[src/rtl/rvq_pkg.sv]
// Types, constants and step functions of the rotation vector to quaternion block
package rvq_pkg;

    localparam int CORDIC_STEPS_DEF = 16;
    localparam int ATAN_LEN = 24;

    // Square root: 34-bit radicand, 17-bit root
    localparam int SQ_W = 34;
    localparam int ROOT_W = 17;
    localparam int REM_W = ROOT_W + 2;

    // CORDIC datapath in Q30
    localparam int CW = 34;
    localparam logic [31:0] HALF_PI_Q30 = 32'd1686629713;
    localparam logic [31:0] PI_Q30 = 32'd3373259426;
    localparam logic [31:0] GAIN_Q30 = 32'd652032874;

    // Division of the vector parts
    localparam int Q_W = 16;
    localparam int NUM_W = 50;
    localparam int DEN_W = ROOT_W + 15;
    localparam int LANES = 3;

    localparam int QONE = 16384;

    typedef struct packed {
        logic signed [15:0] rot_x;
        logic signed [15:0] rot_y;
        logic signed [15:0] rot_z;
    } rvq_in_t;

    typedef struct packed {
        logic signed [15:0] quat_w;
        logic signed [15:0] quat_x;
        logic signed [15:0] quat_y;
        logic signed [15:0] quat_z;
    } rvq_out_t;

    typedef struct packed {
        logic [SQ_W-1:0] n;
        logic [REM_W-1:0] rem;
        logic [ROOT_W-1:0] root;
    } rvq_sqrt_t;

    typedef struct packed {
        logic signed [CW-1:0] x;
        logic signed [CW-1:0] y;
        logic signed [CW-1:0] z;
    } rvq_cord_t;

    typedef struct packed {
        logic [NUM_W-1:0] rem;
        logic [Q_W-1:0] q;
        logic neg;
    } rvq_div_t;

    // floor(atan(2^-k) * 2^30)
    function automatic logic [31:0] atan_q30(int k);
        logic [31:0] a;
        case (k)
            0: a = 32'd843314856;
            1: a = 32'd497837829;
            2: a = 32'd263043836;
            3: a = 32'd133525158;
            4: a = 32'd67021686;
            5: a = 32'd33543515;
            6: a = 32'd16775850;
            7: a = 32'd8388437;
            8: a = 32'd4194282;
            9: a = 32'd2097149;
            10: a = 32'd1048575;
            11: a = 32'd524287;
            12: a = 32'd262143;
            13: a = 32'd131071;
            14: a = 32'd65535;
            15: a = 32'd32767;
            16: a = 32'd16383;
            17: a = 32'd8191;
            18: a = 32'd4095;
            19: a = 32'd2047;
            20: a = 32'd1023;
            21: a = 32'd511;
            22: a = 32'd255;
            23: a = 32'd127;
            default: a = 32'd0;
        endcase
        return a;
    endfunction

    // One digit of the restoring square root: consume two radicand bits
    function automatic rvq_sqrt_t sqrt_step(rvq_sqrt_t s);
        rvq_sqrt_t r;
        logic [REM_W-1:0] rem_sh;
        logic [REM_W-1:0] trial;
        rem_sh = {s.rem[REM_W-3:0], s.n[SQ_W-1 -: 2]};
        trial = {s.root, 2'b01};
        r.n = {s.n[SQ_W-3:0], 2'b00};
        if (rem_sh >= trial)
        begin
            r.rem = rem_sh - trial;
            r.root = {s.root[ROOT_W-2:0], 1'b1};
        end
        else
        begin
            r.rem = rem_sh;
            r.root = {s.root[ROOT_W-2:0], 1'b0};
        end
        return r;
    endfunction

    // One rotation-mode CORDIC micro-rotation
    function automatic rvq_cord_t cordic_step(rvq_cord_t s, int k);
        rvq_cord_t r;
        logic signed [CW-1:0] dx;
        logic signed [CW-1:0] dy;
        logic signed [CW-1:0] a;
        dx = s.y >>> k;
        dy = s.x >>> k;
        a = $signed({2'b00, atan_q30(k)});
        if (s.z >= 0)
        begin
            r.x = s.x - dx;
            r.y = s.y + dy;
            r.z = s.z - a;
        end
        else
        begin
            r.x = s.x + dx;
            r.y = s.y - dy;
            r.z = s.z + a;
        end
        return r;
    endfunction

    // One quotient bit of the restoring divider
    function automatic rvq_div_t div_step(rvq_div_t s, logic [DEN_W-1:0] den, int b);
        rvq_div_t r;
        logic [NUM_W-1:0] sh;
        logic [NUM_W:0] diff;
        sh = NUM_W'(den) << b;
        diff = {1'b0, s.rem} - {1'b0, sh};
        r = s;
        if (!diff[NUM_W])
        begin
            r.rem = diff[NUM_W-1:0];
            r.q[b] = 1'b1;
        end
        return r;
    endfunction

endpackage

[src/rtl/rvq_divide.sv]
// Pipelined rounding divider for the three vector parts, one quotient bit per stage
module rvq_divide import rvq_pkg::*; #(
    parameter int SIDE_W = 17
) (
    input  logic                    clk,
    input  logic                    rst_n,
    input  logic                    en,
    input  logic                    in_valid,
    input  logic signed [NUM_W-1:0] in_prod [0:LANES-1],
    input  logic [ROOT_W-1:0]       in_root,
    input  logic [SIDE_W-1:0]       in_side,
    output logic                    out_valid,
    output logic [Q_W-1:0]          out_q   [0:LANES-1],
    output logic                    out_neg [0:LANES-1],
    output logic [SIDE_W-1:0]       out_side
);

    rvq_div_t          dv_reg   [0:Q_W][0:LANES-1];
    logic [DEN_W-1:0]  den_reg  [0:Q_W];
    logic [SIDE_W-1:0] side_reg [0:Q_W];
    logic              vld_reg  [0:Q_W];

    // Prepare magnitude plus half divisor for round-half-away
    rvq_div_t prep [0:LANES-1];
    always_comb
    begin
        for (int l = 0; l < LANES; l++)
        begin
            prep[l].neg = in_prod[l][NUM_W-1];
            prep[l].rem = (in_prod[l][NUM_W-1] ? NUM_W'(-in_prod[l]) : NUM_W'(in_prod[l]))
                          + NUM_W'({in_root, 14'd0});
            prep[l].q = '0;
        end
    end

    always_ff @(posedge clk or negedge rst_n)
    begin
        if (!rst_n)
            vld_reg[0] <= 1'b0;
        else if (en)
            vld_reg[0] <= in_valid;
    end

    always_ff @(posedge clk)
    begin
        if (en)
        begin
            dv_reg[0] <= prep;
            den_reg[0] <= {in_root, 15'd0};
            side_reg[0] <= in_side;
        end
    end

    for (genvar s = 1; s <= Q_W; s++)
    begin : g_stage
        // Advance valid
        always_ff @(posedge clk or negedge rst_n)
        begin
            if (!rst_n)
                vld_reg[s] <= 1'b0;
            else if (en)
                vld_reg[s] <= vld_reg[s-1];
        end

        // Resolve one quotient bit in every lane
        always_ff @(posedge clk)
        begin
            if (en)
            begin
                for (int l = 0; l < LANES; l++)
                    dv_reg[s][l] <= div_step(dv_reg[s-1][l], den_reg[s-1], Q_W - s);
                den_reg[s] <= den_reg[s-1];
                side_reg[s] <= side_reg[s-1];
            end
        end
    end

    always_comb
    begin
        for (int l = 0; l < LANES; l++)
        begin
            out_q[l] = dv_reg[Q_W][l].q;
            out_neg[l] = dv_reg[Q_W][l].neg;
        end
    end

    assign out_valid = vld_reg[Q_W];
    assign out_side = side_reg[Q_W];

endmodule

[config.mk]
export PLATFORM = sky130hd
export DESIGN_NAME = rvq_divide
export DESIGN_NICKNAME = d
export VERILOG_FILES = /design/src/rtl/rvq_pkg.sv /design/src/rtl/rvq_divide.sv
export SDC_FILE = /design/constraint.sdc
export NUM_CORES = 2
export LEC_CHECK = 0
export ABC_CLOCK_PERIOD_IN_PS = 4400
export BUFFER_PORTS_ARGS = -buffer_cell sky130_fd_sc_hd__buf_2
export CAP_MARGIN = 40
export CORE_MARGIN = 2
export CORE_UTILIZATION = 56
export CTS_BUF_LIST = sky130_fd_sc_hd__clkbuf_2
export CTS_CLUSTER_DIAMETER = 150
export CTS_CLUSTER_SIZE = 20
export DETAILED_ROUTE_END_ITERATION = 16
export GPL_TIMING_DRIVEN = 0
export PLACE_DENSITY = 0.72
export SLEW_MARGIN = 20
export SYNTH_ARGS = -nofsm -noshare
export SYNTH_HDL_FRONTEND = slang
export SYNTH_MEMORY_MAX_BITS = 65536
export SYNTH_SLANG_ARGS = --single-unit
[constraint.sdc]
create_clock -name clk -period 4.4 [get_ports clk]
set_input_delay 0.66 -clock clk [delete_from_list [all_inputs] [get_ports clk]]
set_output_delay 0.66 -clock clk [all_outputs]
set_load 0.05 [all_outputs]
### Yosys cells after proc, flatten, opt, wreduce, memory -nomap -nowiden

Memory sizes are Yosys's and may differ from the RTL's.
Cells that the tools add are included.
W data, S select, Z words.

* memories: 3
* bits of input ports: 188
* bits in registers: 17
* bits in latches: 0
* RAM bits: 4250
* memory bits (read-only): 0

Memories
* dv_reg: words 17, width 201, rd ports 17, clocked after memory_dff 0, write ports 17, line rvq_divide.sv:18 `rvq_div_t dv_reg [0:Q_W][0:LANES-1];`
* den_reg: words 17, width 32, rd ports 16, clocked after memory_dff 0, write ports 17, line rvq_divide.sv:19 `logic [DEN_W-1:0] den_reg [0:Q_W];`
* side_reg: words 17, width 17, rd ports 17, clocked after memory_dff 0, write ports 17, line rvq_divide.sv:20 `logic [SIDE_W-1:0] side_reg [0:Q_W];`

* shifts and indexed selects: 0
* multiplexer cells: 191
* multipliers: 0
* bitwise gates (word level): 0
* order comparisons: 0
* div/mod/pow operators: 0
* reduce and logical (&&, ||, !) cells: 0
* equality and inequality tests: 0
* add/subtract/negate cells: 54

Operators by type and width (number)
* $mux W50: 93
* $mux W51: 6
* $sub A50 B32 Y51: 3
* $sub A50 B33 Y51: 3
* $sub A50 B34 Y51: 3
* $sub A50 B35 Y51: 3
* $sub A50 B36 Y51: 3
* $sub A50 B37 Y51: 3
* $sub A50 B38 Y51: 3
* $sub A50 B39 Y51: 3
* $sub A50 B40 Y51: 3
* $sub A50 B41 Y51: 3
* $sub A50 B42 Y51: 3
* $sub A50 B43 Y51: 3
* $sub A50 B44 Y51: 3
* $sub A50 B45 Y51: 3
* $sub A50 B46 Y51: 3
* $sub A50 B47 Y51: 3
* $add A50 B31 Y50: 3
* $neg A50 Y50: 3
* $mux W1: 92

### Longest topological paths before layout

An unclocked memory read counts as a cell.

* depth after elaboration: 4
* gate-level depth with buffers: 20
* gate-level depth less buffers: 19

### Least setup slack after synthesis

No wires, ideal clock.

* kind: in2reg
* from: in in_prod[103] (netlist bit)
* to: mem dv_reg[0][195] (netlist bit) (data pin)
* cell stages on the path: 18
* library setup time: 0.264 ns
* data required time: 4.136 ns
* slack: -0.307 ns
* buffers on the path: 1
* arrival: 4.443 ns
* cells stage by stage: or4_4 nor4_4 nand2_1 or3_1 or2_2 o21ai_0 xnor2_1 ha_1 or2_2 nand2_1 a21oi_1 or4_1 nand3_1 or2_1 buf_6 o21a_1 o22ai_2 xnor2_1

RTL lines
* start: declaration: line rvq_divide.sv:9 `input logic signed [NUM_W-1:0] in_prod [0:LANES-1],`
* end: declaration: line rvq_divide.sv:18

==> metrics.txt <==
worst relative slew slack=0.1309; TritonRoute pass-1 iters=7; FILL cells=18,630; sw frac=0.3678; Root Buffer Master=clkbuf_2; Sw Pwr=around 29 mW; Area Growth Syn to Fin=10.89%; power after layout=79.27 mW; Placeable Area=246,200 µm²; CP Class=input port to flop; CTS tree=built; site row count=between 150 and 200; CTS Sinks=2,717; Final setup viols=16; placed insts=15,110; min-delay worst type=input port to flop; ys async rst share=0.006257; failing checks=setup timing; Die W=between 500 and 600 µm; vias in the first global route=94,650; number of port buffers=248; Layout Cell Area excl Fill=154,000 µm²; Starting Density=0.5642; flops & latches, synth=2,717; number of distinct library cells after synthesis=100; die height=502.0 µm; global-route wire length before repair=545,500 µm; Final Cycle Share=1.021; CTS clk-pin slew, worst paths=roughly 410 ps; Clk network pwr share=0.108; die area=252,000 µm²; Worst Clk Skew=264.5 ps; combinational share of power=0.395; f_max=~220 MHz; clock latency on the worst-skew pair=2110 ps; synthesized area=around 140,000 µm²; WHS Path Cells=10; Final Hold Vio Count=0; Worst setup SP type=input port; routability cong.=0.9519; fin cells=about 16,000; Synth Flop Type=edfxtp_1; number of vias per cell=approximately 5.8; Ys Warns=0; CTS H-Tree Depth=4; Pint=50.11 mW; Final Core Density=0.6256; crit-path max FO=7; I/O Pins=257; Pins Over Slew Limit=0; CTS buffer count=roughly 150; Flop pwr share=0.497; Post-Syn Nets=between 10,000 and 15,000; share of cells above drive strength 1=0.08579; max reg flops=2,139; nets=13,670; Initial DRC Count=7,204; Final HPWL DP=282,200 µm; run status=complete, but fails checks; DRC viols=0; CP endpoint kind=flop; unrepaired setup endpoints after global routing=yes; Worst EP required=6240 ps; Setup TNS=-837.8 ps; average size of a mapped cell=12.10 µm²; Peak VDD IR=393.3 µV; number of synthesized flops with an enable pin=2,700; largest net degree at the start of global routing=162; WHS=between 150 and 200 ps; initial antenna violation count=19; total of max-cap violations=0; average wire per standard cell=22.96 µm; detailed-route via count=93,160; final setup margin=-94.30 ps; CTS max path bufs=3; minimum clock period=4494 ps; Mapped Cells=11,480; R2R cell count=11; GR Overflow Total=0; pre-CTS setup slack=-2522 ps; register area share after synthesis=0.5869; Total GRT Usage=0.2866; Pwr Density=514.7 nW/µm²; Post-DRT Antenna Nets=0; Pleak=about 57 nW; actual slew at the worst max-slew pin=1304 ps; Final Routed Wirelength=between 300,000 and 400,000 µm; DP Area=145,500 µm²; Critical Path AT=between 6000 and 7000 ps
-- layout make-up --
cell class	instances	area (µm²)	share of cell area
Inverter	615	2318	0.01505
Sequential cell	2717	81500	0.5292
Tap cell	3312	4144	0.02691
Multi-Input combinational cell	7953	55320	0.3592
Antenna cell	34	85.08	0.0005525
Buffer	182	868.3	0.005638
Clock buffer	169	845.8	0.005492
Timing Repair Buffer	948	8708	0.05655
Clock inverter	17	205.2	0.001332
-- synthesized netlist by cell type (41+ instances only) --
master    count  area share
nor2_1      844       0.023
nand2_1     965       0.026
ha_1        861       0.078
and2_1       41      0.0018
xnor2_1     563       0.036
a21boi_0     90      0.0049
nand2b_1    188      0.0085
nor4_1      122      0.0055
edfxtp_1   2700        0.58
o21ai_0     788       0.028
inv_1       609       0.016
and3_1       73      0.0033
mux2_2      133       0.011
clkbuf_1    170      0.0046
xor2_1      505       0.032
nor2b_1     144      0.0065
o21a_1      134      0.0072
a21oi_1     635       0.023
fa_1         48      0.0069
o31ai_1     138      0.0075
or4_1        62      0.0034
a21o_1      194       0.010
nand4_1      54      0.0024
or2_2        56      0.0025
or3_1       177      0.0080
nand3_1     186      0.0067
a211oi_1     88      0.0048
a31oi_1      53      0.0024
nor3_1      308       0.011
-- metal layers --
| layer | global-route usage | up-vias | routed length (µm) |
|---|---|---|---|
| li1 | - | 44580 | - |
| met4 | 0.1942 | 6 | 29200 |
| met2 | 0.5430 | 2778 | 195500 |
| met3 | 0.03165 | 1100 | 14310 |
| met1 | 0.2942 | 44690 | 127100 |
| met5 | 0 | - | 35 |
-- worst max-delay path: stages --
cell and delay [ps]:
dlygate4sd3_1 530, dlygate4sd3_1 570, buf_2 140, dlygate4sd3_1 660
nor2_2 190, nand2_1 200, or4_1 510, o31ai_1 260
xnor2_1 170, dlygate4sd3_1 680, nand4_1 170, a21oi_1 160
dlygate4sd3_1 590, nand2_1 190, a211o_1 350, a22oi_1 200
xnor2_1 90
-- power by group through the flow --
| stage | Combinational (mW) | Clock (mW) | Sequential [mW] |
|---|---|---|---|
| after floorplan | 21.4 | 0 | 38.4 |
| after global placement | 28.9 | 0 | 41.9 |
| after detailed placement | 29.7 | 0 | 39.9 |
| after CTS | 30.8 | 8.89 | 39.3 |
| after global routing | 34.5 | 9.63 | 39.9 |
| final | 31.3 | 8.55 | 39.4 |
-- final timing paths --
| kind | start | endpoint | slack, ps |
|---|---|---|---|
| worst max-delay path | in_prod[82] | dv_reg[0][129] | -90 |
| worst min-delay path | in_prod[108] | dv_reg[0][173] | 170 |
| worst max register to register | dv_reg[13][122] | dv_reg[14][115] | 30 |
| worst min register to register | dv_reg[10][0] | dv_reg[11][0] | 260 |
| max in group asynchronous | rst_n | vld_reg[1] | 3600 |
| min in group asynchronous | rst_n | vld_reg[12] | 600 |
-- timing repair --
item                                    CTS  global route
pin swaps                                 8            24
gates resized for setup                 151           192
buffers inserted                         19            38
endpoints found under the hold margin  1150             1
setup endpoints to repair               693           500
hold buffers                            564             2
gates cloned                              1             2
-- logic make-up after synthesis --
logic type	share of synthesized area
and+or+nand+nor	0.1172
DFF	0.5869
AOI/OAI and AO/OA	0.1096
xor gates and xnor gates	0.06736
adders and majority gates	0.08449
buffers and inverters	0.02194
muxes	0.01249
-- layout by cell type (no fill, tap or decap), drive strengths merged, types with 194 or more instances in the layout --
cell / count
buf: 411
o21ai: 808
nor2: 845
a21oi: 635
xor2: 505
inv: 624
nor3: 308
nand2: 966
clkbuf: 337
edfxtp: 2700
ha: 861
a21o: 194
dlygate4sd3: 547
xnor2: 563
No activity file was read; power rests on OpenSTA's default activity.
