File: src/rtl/rvq_pkg.sv
// Types, constants and step functions of the rotation vector to quaternion block
package rvq_pkg;

    localparam int CORDIC_STEPS_DEF = 16;
    localparam int ATAN_LEN = 24;

    // Square root: 34-bit radicand, 17-bit root
    localparam int SQ_W = 34;
    localparam int ROOT_W = 17;
    localparam int REM_W = ROOT_W + 2;

    // CORDIC datapath in Q30
    localparam int CW = 34;
    localparam logic [31:0] HALF_PI_Q30 = 32'd1686629713;
    localparam logic [31:0] PI_Q30 = 32'd3373259426;
    localparam logic [31:0] GAIN_Q30 = 32'd652032874;

    // Division of the vector parts
    localparam int Q_W = 16;
    localparam int NUM_W = 50;
    localparam int DEN_W = ROOT_W + 15;
    localparam int LANES = 3;

    localparam int QONE = 16384;

    typedef struct packed {
        logic signed [15:0] rot_x;
        logic signed [15:0] rot_y;
        logic signed [15:0] rot_z;
    } rvq_in_t;

    typedef struct packed {
        logic signed [15:0] quat_w;
        logic signed [15:0] quat_x;
        logic signed [15:0] quat_y;
        logic signed [15:0] quat_z;
    } rvq_out_t;

    typedef struct packed {
        logic [SQ_W-1:0] n;
        logic [REM_W-1:0] rem;
        logic [ROOT_W-1:0] root;
    } rvq_sqrt_t;

    typedef struct packed {
        logic signed [CW-1:0] x;
        logic signed [CW-1:0] y;
        logic signed [CW-1:0] z;
    } rvq_cord_t;

    typedef struct packed {
        logic [NUM_W-1:0] rem;
        logic [Q_W-1:0] q;
        logic neg;
    } rvq_div_t;

    // floor(atan(2^-k) * 2^30)
    function automatic logic [31:0] atan_q30(int k);
        logic [31:0] a;
        case (k)
            0: a = 32'd843314856;
            1: a = 32'd497837829;
            2: a = 32'd263043836;
            3: a = 32'd133525158;
            4: a = 32'd67021686;
            5: a = 32'd33543515;
            6: a = 32'd16775850;
            7: a = 32'd8388437;
            8: a = 32'd4194282;
            9: a = 32'd2097149;
            10: a = 32'd1048575;
            11: a = 32'd524287;
            12: a = 32'd262143;
            13: a = 32'd131071;
            14: a = 32'd65535;
            15: a = 32'd32767;
            16: a = 32'd16383;
            17: a = 32'd8191;
            18: a = 32'd4095;
            19: a = 32'd2047;
            20: a = 32'd1023;
            21: a = 32'd511;
            22: a = 32'd255;
            23: a = 32'd127;
            default: a = 32'd0;
        endcase
        return a;
    endfunction

    // One digit of the restoring square root: consume two radicand bits
    function automatic rvq_sqrt_t sqrt_step(rvq_sqrt_t s);
        rvq_sqrt_t r;
        logic [REM_W-1:0] rem_sh;
        logic [REM_W-1:0] trial;
        rem_sh = {s.rem[REM_W-3:0], s.n[SQ_W-1 -: 2]};
        trial = {s.root, 2'b01};
        r.n = {s.n[SQ_W-3:0], 2'b00};
        if (rem_sh >= trial)
        begin
            r.rem = rem_sh - trial;
            r.root = {s.root[ROOT_W-2:0], 1'b1};
        end
        else
        begin
            r.rem = rem_sh;
            r.root = {s.root[ROOT_W-2:0], 1'b0};
        end
        return r;
    endfunction

    // One rotation-mode CORDIC micro-rotation
    function automatic rvq_cord_t cordic_step(rvq_cord_t s, int k);
        rvq_cord_t r;
        logic signed [CW-1:0] dx;
        logic signed [CW-1:0] dy;
        logic signed [CW-1:0] a;
        dx = s.y >>> k;
        dy = s.x >>> k;
        a = $signed({2'b00, atan_q30(k)});
        if (s.z >= 0)
        begin
            r.x = s.x - dx;
            r.y = s.y + dy;
            r.z = s.z - a;
        end
        else
        begin
            r.x = s.x + dx;
            r.y = s.y - dy;
            r.z = s.z + a;
        end
        return r;
    endfunction

    // One quotient bit of the restoring divider
    function automatic rvq_div_t div_step(rvq_div_t s, logic [DEN_W-1:0] den, int b);
        rvq_div_t r;
        logic [NUM_W-1:0] sh;
        logic [NUM_W:0] diff;
        sh = NUM_W'(den) << b;
        diff = {1'b0, s.rem} - {1'b0, sh};
        r = s;
        if (!diff[NUM_W])
        begin
            r.rem = diff[NUM_W-1:0];
            r.q[b] = 1'b1;
        end
        return r;
    endfunction

endpackage

File: src/rtl/rvq_isqrt.sv
// Pipelined integer square root, one root bit per stage
module rvq_isqrt import rvq_pkg::*; #(
    parameter int SIDE_W = 48
) (
    input  logic              clk,
    input  logic              rst_n,
    input  logic              en,
    input  logic              in_valid,
    input  logic [SQ_W-1:0]   in_sq,
    input  logic [SIDE_W-1:0] in_side,
    output logic              out_valid,
    output logic [ROOT_W-1:0] out_root,
    output logic [SIDE_W-1:0] out_side
);

    rvq_sqrt_t         st_reg   [0:ROOT_W-1];
    logic [SIDE_W-1:0] side_reg [0:ROOT_W-1];
    logic              vld_reg  [0:ROOT_W-1];

    for (genvar k = 0; k < ROOT_W; k++)
    begin : g_stage
        rvq_sqrt_t         st_in;
        logic [SIDE_W-1:0] side_in;
        logic              vld_in;

        // Select this stage's source
        if (k == 0)
        begin : g_first
            always_comb
            begin
                st_in.n = in_sq;
                st_in.rem = '0;
                st_in.root = '0;
                side_in = in_side;
                vld_in = in_valid;
            end
        end
        else
        begin : g_next
            always_comb
            begin
                st_in = st_reg[k-1];
                side_in = side_reg[k-1];
                vld_in = vld_reg[k-1];
            end
        end

        // Advance valid
        always_ff @(posedge clk or negedge rst_n)
        begin
            if (!rst_n)
                vld_reg[k] <= 1'b0;
            else if (en)
                vld_reg[k] <= vld_in;
        end

        // Advance payload
        always_ff @(posedge clk)
        begin
            if (en)
            begin
                st_reg[k] <= sqrt_step(st_in);
                side_reg[k] <= side_in;
            end
        end
    end

    assign out_valid = vld_reg[ROOT_W-1];
    assign out_root = st_reg[ROOT_W-1].root;
    assign out_side = side_reg[ROOT_W-1];

endmodule

File: config.mk
export PLATFORM = sky130hd
export DESIGN_NAME = rvq_isqrt
export DESIGN_NICKNAME = d
export VERILOG_FILES = /design/src/rtl/rvq_pkg.sv /design/src/rtl/rvq_isqrt.sv
export SDC_FILE = /design/constraint.sdc
export NUM_CORES = 1
export LEC_CHECK = 0
export ABC_AREA = 0
export BUFFER_PORTS_ARGS = -buffer_cell sky130_fd_sc_hd__buf_2
export CORE_UTILIZATION = 65
export CTS_CLUSTER_DIAMETER = 60
export CTS_CLUSTER_SIZE = 14
export DETAILED_ROUTE_END_ITERATION = 16
export PLACE_DENSITY_LB_ADDON = 0.12
export SLEW_MARGIN = 15
export SYNTH_ARGS = -nofsm -noshare
export SYNTH_HDL_FRONTEND = slang
export SYNTH_SLANG_ARGS = --single-unit
File: constraint.sdc
create_clock -name clk -period 6.4 [get_ports clk]
set_input_delay 1.28 -clock clk [delete_from_list [all_inputs] [get_ports clk]]
set_output_delay 1.28 -clock clk [all_outputs]
set_load 0.01 [all_outputs]
* Word-level counts from Yosys, hierarchy flattened
Memories as Yosys holds them, arrays and structs flattened.
Index checks and enable logic that the tools add are counted.
** Storage, ports and cells
- RAM bits :: 1972
- Output and inout bits :: 66
- Flip-flop bits (word level) :: 17
- Memories kept :: 2
- Bits of input ports :: 86
- Word-level logic and storage cells :: 89
** Operators by class
- Mux-type cells :: 36
- Add/sub/neg operators :: 17
- $lt $le $gt $ge :: 17
** Memory list
- st_reg :: words 17, width 68, read ports 17, clocked after Yosys merged registers in 0, wr ports 17, RTL line rvq_isqrt.sv:16 : rvq_sqrt_t st_reg [0:ROOT_W-1];
- side_reg :: words 17, width 48, read ports 17, clocked after Yosys merged registers in 0, wr ports 17, RTL line rvq_isqrt.sv:17 : logic [SIDE_W-1:0] side_reg [0:ROOT_W-1];
** Operator list (number)
- 36-bit two-way mux :: 34
- 19-bit greater-or-equal comparator :: 16
- 19-bit subtractor :: 16
- 2-bit by 1-bit subtractor with 3-bit output, second input constant :: 1
- 2-bit by 1-bit greater-or-equal comparator with 1-bit output, second input constant :: 1
- 1-bit two-way mux :: 2

* Depth between registers and ports, before layout
An unclocked memory read counts as a cell.
- Depth after elaboration :: 4
- Gate-level depth with buffers :: 12
- Mapped depth without buffers :: 9

* Worst setup path before layout
No wires, ideal clock.
- Path kind :: reg-to-reg
- From :: mem st_reg[0][904] (netlist name)
- To :: mem st_reg[0][985] (netlist name) (data pin)
- Cell stages (with the launch flop) :: 9
- Arrival :: 2.363 ns
- Required time :: 6.140 ns
- Library setup time :: 0.260 ns
- Setup slack :: 3.778 ns
- Cell sequence :: edfxtp_1 ha_1 a211oi_1 nor2_1 or3b_2 o21ai_1 nand2_1 a221oi_1 mux2_2
** RTL lines (RTL line)
- start: declaration :: rvq_isqrt.sv:16

==> metrics.txt <==
# TYPE chip_impl_metric gauge
chip_impl_metric{name="die-area",unit="um2"} 87900
chip_impl_metric{name="portBuffers",unit=""} 151
chip_impl_metric{name="maxCapViolations",unit=""} 0
chip_impl_metric{name="cts.htree.levels",unit=""} 4
chip_impl_metric{name="place.detailed.hpwl",unit="um"} 52000
chip_impl_metric{name="first_global_vias",unit=""} 26783
chip_impl_metric{name="clk-insertion-delay-late",unit="ns"} 0.73
chip_impl_metric{name="largest_reg_flops",unit=""} 816
chip_impl_info{name="ys_top_cells_by_area",value="sky130_fd_sc_hd__edfxtp_1, sky130_fd_sc_hd__ha_1, sky130_fd_sc_hd__xnor2_1, sky130_fd_sc_hd__mux2_2, sky130_fd_sc_hd__inv_1"} 1
chip_impl_info{name="tritoncts",value="done"} 1
chip_impl_metric{name="post_drt_via_cell_ratio",unit=""} 5.70
chip_impl_metric{name="post_synth_instance_area",unit="um2"} 56400
chip_impl_metric{name="grt_antenna_before_repair",unit=""} 1
chip_impl_metric{name="slew_viol_final",unit=""} 0
chip_impl_metric{name="postRouteWirelength",unit="um"} 87600
chip_impl_info{name="setup.worst_path.start_class",value="flop"} 1
chip_impl_info{name="path_class",value="flop to flop"} 1
chip_impl_info{name="netlist.top_cell.by_area",value="sky130_fd_sc_hd__edfxtp_1"} 1
chip_impl_metric{name="ys_seq_area_frac",unit=""} 0.804
chip_impl_info{name="ys_dominant_reg_cell",value="sky130_fd_sc_hd__edfxtp_1"} 1
chip_impl_info{name="run_status",value="finished, final reports clean"} 1
chip_impl_metric{name="antennaDiodeCount",unit=""} 0
chip_impl_metric{name="power_per_cell_area",unit="nW/um2"} 348
chip_impl_metric{name="synth.yosys.warnings",unit=""} 0
chip_impl_metric{name="cts-buffers-inserted",unit=""} 130
chip_impl_metric{name="first_pass_grt_wire_length",unit="um"} 139000
chip_impl_metric{name="grt_start_max_net_pins",unit=""} 179
chip_impl_info{name="clock-root-buffer",value="sky130_fd_sc_hd__clkbuf_16"} 1
chip_impl_metric{name="cells_after_synth",unit=""} 3170
chip_impl_metric{name="cts_setup_buffers",unit=""} 0
chip_impl_metric{name="internal_power",unit="uW"} 16700
chip_impl_metric{name="floorplan.initialDensity",unit=""} 0.659
chip_impl_metric{name="timing.clock.skew",unit="ns"} 0.0321
chip_impl_metric{name="asyncSetResetFlopFracSynth",unit=""} 0.0112
chip_impl_metric{name="placed_cell_area",unit="um2"} 58700
chip_impl_metric{name="pwr-share-seq",unit=""} 0.567
chip_impl_metric{name="die-height",unit="um"} 297
chip_impl_metric{name="final_design_area_no_fill",unit="um2"} 62500
chip_impl_metric{name="global_route.overflow_total",unit=""} 0
chip_impl_metric{name="worstMarginPinSlew",unit="ns"} 1.08
chip_impl_metric{name="count_of_boundary_i_o_pins",unit=""} 152
chip_impl_metric{name="core-area",unit="um2"} 85500
chip_impl_metric{name="design.final.nets",unit=""} 3697
chip_impl_metric{name="remaining_drc_errors",unit=""} 0
chip_impl_metric{name="area_growth",unit="%"} 10.9
chip_impl_metric{name="part_of_the_total_power_dissipated_in_combinational_logic",unit=""} 0.098
chip_impl_metric{name="power.switching",unit="uW"} 5030
chip_impl_metric{name="ant_nets",unit=""} 0
chip_impl_metric{name="timing.critical_path.arrival",unit="ns"} 3.86
chip_impl_metric{name="setup_viol",unit=""} 0
chip_impl_metric{name="clk_path_buf_depth",unit=""} 3
chip_impl_metric{name="final-hold-violation-count",unit=""} 0
chip_impl_metric{name="period_needed",unit="ns"} 3.39
chip_impl_metric{name="power.static_leakage",unit="uW"} 0.0228
chip_impl_metric{name="clkPwrFrac",unit=""} 0.335
chip_impl_metric{name="dr.pass1.iters",unit=""} 5
chip_impl_metric{name="max_freq",unit="GHz"} 0.295
chip_impl_metric{name="post_synth_edffs",unit=""} 1495
chip_impl_metric{name="clock_net_sink_count",unit=""} 1512
chip_impl_metric{name="number_of_synthesized_register_bits",unit=""} 1512
chip_impl_metric{name="min_period_over_period",unit=""} 0.529
chip_impl_metric{name="maxSlewHeadroom",unit=""} 0.279
chip_impl_metric{name="synth_cell_type_count",unit=""} 87
chip_impl_metric{name="postCtsHoldBufs",unit=""} 0
chip_impl_metric{name="synth_top_cell_area_share",unit=""} 0.796
chip_impl_metric{name="drt-initial-drc-count",unit=""} 1804
chip_impl_metric{name="peakVddDrop",unit="uV"} 293
chip_impl_metric{name="gp_routability_congestion",unit=""} 0.925
chip_impl_metric{name="finalSetupTns",unit="ns"} 0
chip_impl_metric{name="floorplan.die.width",unit="um"} 297
chip_impl_metric{name="dr_total_vias",unit=""} 26352
chip_impl_metric{name="cts.repair.resized",unit=""} 0
chip_impl_metric{name="globalRouteTotalUtil",unit=""} 0.204
chip_impl_info{name="rsz0062_at_grt",value="no"} 1
chip_impl_info{name="holdCritPathClass",value="flop to flop"} 1
chip_impl_metric{name="cp.required",unit="ns"} 6.87
chip_impl_metric{name="route.detailed.wl_per_inst",unit="um"} 18.9
chip_impl_metric{name="cts.clk_slew.worst_paths",unit="ns"} 0.06
chip_impl_metric{name="power.share.switching",unit=""} 0.231
chip_impl_metric{name="crit_path_max_fanout",unit=""} 27
chip_impl_metric{name="ratio_of_cells_with_drive_above_1_in_the_final_layout",unit=""} 0.126
chip_impl_info{name="crit_path_end_kind",value="flop"} 1
chip_impl_metric{name="syn-mean-instance-area",unit="um2"} 17.8
chip_impl_metric{name="placementRows",unit=""} 107
chip_impl_metric{name="synth_nets",unit=""} 3426
chip_impl_metric{name="fillerInstances",unit=""} 4920
## power groups by stage
stage | logic (uW) | clock network, uW | registers (uW)
floorplan | 1500 | 0 | 12300
CTS | 2120 | 7480 | 12300
finish | 2140 | 7270 | 12300
detailed placement | 2090 | 0 | 12500
global route | 2370 | 7810 | 12400
global placement | 1980 | 0 | 12500
## critical path: stages (launching register included)
cell                        delay, ns
sky130_fd_sc_hd__edfxtp_1        0.41
sky130_fd_sc_hd__ha_1            0.24
sky130_fd_sc_hd__or3_1           0.38
sky130_fd_sc_hd__o2bb2ai_1       0.38
sky130_fd_sc_hd__o221ai_1        0.29
sky130_fd_sc_hd__o21ai_1         0.28
sky130_fd_sc_hd__nand2_1         0.63
sky130_fd_sc_hd__mux2_2          0.52
## layer usage
layer | wire (um) | vias to the layer above | GRT usage | share of wire
met1 | 34700 | 12912 | 0.248 | 0.40
li1 | - | 12534 | - | -
met5 | 0 | - | 0 | 0
met3 | 3700 | 213 | 0.0332 | 0.042
met2 | 46600 | 693 | 0.367 | 0.53
met4 | 2610 | 0 | 0.0768 | 0.030
## cell families (layout without fill, tap and decap cells)
logic type,Yosys count,count (layout),synth area share
XOR/XNOR,172,172,0.0267
AO/OA/AOI/OAI,443,443,0.0497
adder cells (fa/ha/maj),170,170,0.0377
AND/OR/NAND/NOR,552,552,0.0485
other,1,1,0.0000665
multiplexers,88,88,0.0174
buffers and inverters,232,544,0.0160
flip-flops,1512,1512,0.804
## synth_stat cells (9+ instances only)
master	count
sky130_fd_sc_hd__a211oi_1	13
sky130_fd_sc_hd__o31ai_1	12
sky130_fd_sc_hd__a31oi_1	12
sky130_fd_sc_hd__nand2_1	121
sky130_fd_sc_hd__xor2_1	67
sky130_fd_sc_hd__o21a_1	38
sky130_fd_sc_hd__xnor2_1	105
sky130_fd_sc_hd__inv_1	203
sky130_fd_sc_hd__mux2_2	80
sky130_fd_sc_hd__nor2b_1	25
sky130_fd_sc_hd__o211ai_1	11
sky130_fd_sc_hd__a21oi_1	150
sky130_fd_sc_hd__nor2_1	171
sky130_fd_sc_hd__o21ai_0	93
sky130_fd_sc_hd__o21bai_1	10
sky130_fd_sc_hd__clkbuf_1	12
sky130_fd_sc_hd__and2_1	9
sky130_fd_sc_hd__nor4_1	19
sky130_fd_sc_hd__nand3_1	30
sky130_fd_sc_hd__edfxtp_1	1495
sky130_fd_sc_hd__ha_1	170
sky130_fd_sc_hd__a21o_1	34
sky130_fd_sc_hd__nand2b_1	31
sky130_fd_sc_hd__or3_1	27
sky130_fd_sc_hd__or2_2	11
sky130_fd_sc_hd__nor3_1	45
sky130_fd_sc_hd__dfrtp_1	17
sky130_fd_sc_hd__buf_2	12
sky130_fd_sc_hd__nand4_1	18
## cells in the final DEF, fill, tap and decap left out, types with 17 or more instances in the layout
cell type and instances:
sky130_fd_sc_hd__nor3_1 45, sky130_fd_sc_hd__a21oi_1 150, sky130_fd_sc_hd__ha_1 170, sky130_fd_sc_hd__or3_1 27, sky130_fd_sc_hd__xnor2_1 105, sky130_fd_sc_hd__nor2b_1 25, sky130_fd_sc_hd__o21ai_0 93, sky130_fd_sc_hd__xor2_1 67
sky130_fd_sc_hd__buf_2 150, sky130_fd_sc_hd__nor4_1 19, sky130_fd_sc_hd__a21o_1 34, sky130_fd_sc_hd__nand2_1 121, sky130_fd_sc_hd__nor2_1 171, sky130_fd_sc_hd__o21a_1 38, sky130_fd_sc_hd__clkbuf_16 131, sky130_fd_sc_hd__nand2b_1 31
sky130_fd_sc_hd__dfrtp_1 17, sky130_fd_sc_hd__mux2_2 80, sky130_fd_sc_hd__inv_1 203, sky130_fd_sc_hd__nand4_1 18, sky130_fd_sc_hd__nand3_1 30, sky130_fd_sc_hd__edfxtp_1 1495
## per-stage QoR
step                      instances   util  power, uW  hold slack (ns)  setup WS (ns)
after floorplan                3170      -      13800            0.400           3.78
after global placement         4453  0.686      14400            0.400           3.22
after detailed placement       4453  0.686      14600            0.405           3.06
after CTS                      4626  0.731      21900            0.401           3.05
after global routing           4626  0.731      22600            0.415           2.77
final                          4626  0.731      21700            0.404           3.01
## cell type report
type | count | area [um2] | share of cell area
Clock buffer | 146 | 3330 | 0.0534
Clock inverter | 27 | 482 | 0.00771
Inverter | 204 | 766 | 0.0123
Multi-Input combinational cell | 1426 | 10200 | 0.163
Sequential cell | 1512 | 45300 | 0.725
Tap cell | 1144 | 1430 | 0.0229
Timing Repair Buffer | 167 | 1000 | 0.0161
## final timing paths
path,cells past startpoint,slack (ns),end,start
worst max-delay path,7,3.01,st_reg[0][908],st_reg[0][835]
worst min register to register,0,0.40,side_reg[0][94],side_reg[0][46]
worst min-delay path,0,0.40,side_reg[0][94],side_reg[0][46]
max in group asynchronous,1,5.66,g_stage[10].vld_in,rst_n
worst max register to register,7,3.01,st_reg[0][908],st_reg[0][835]
min in group asynchronous,1,0.46,g_stage[11].vld_in,rst_n
Note: power is estimated with default switching activity, not from simulation.
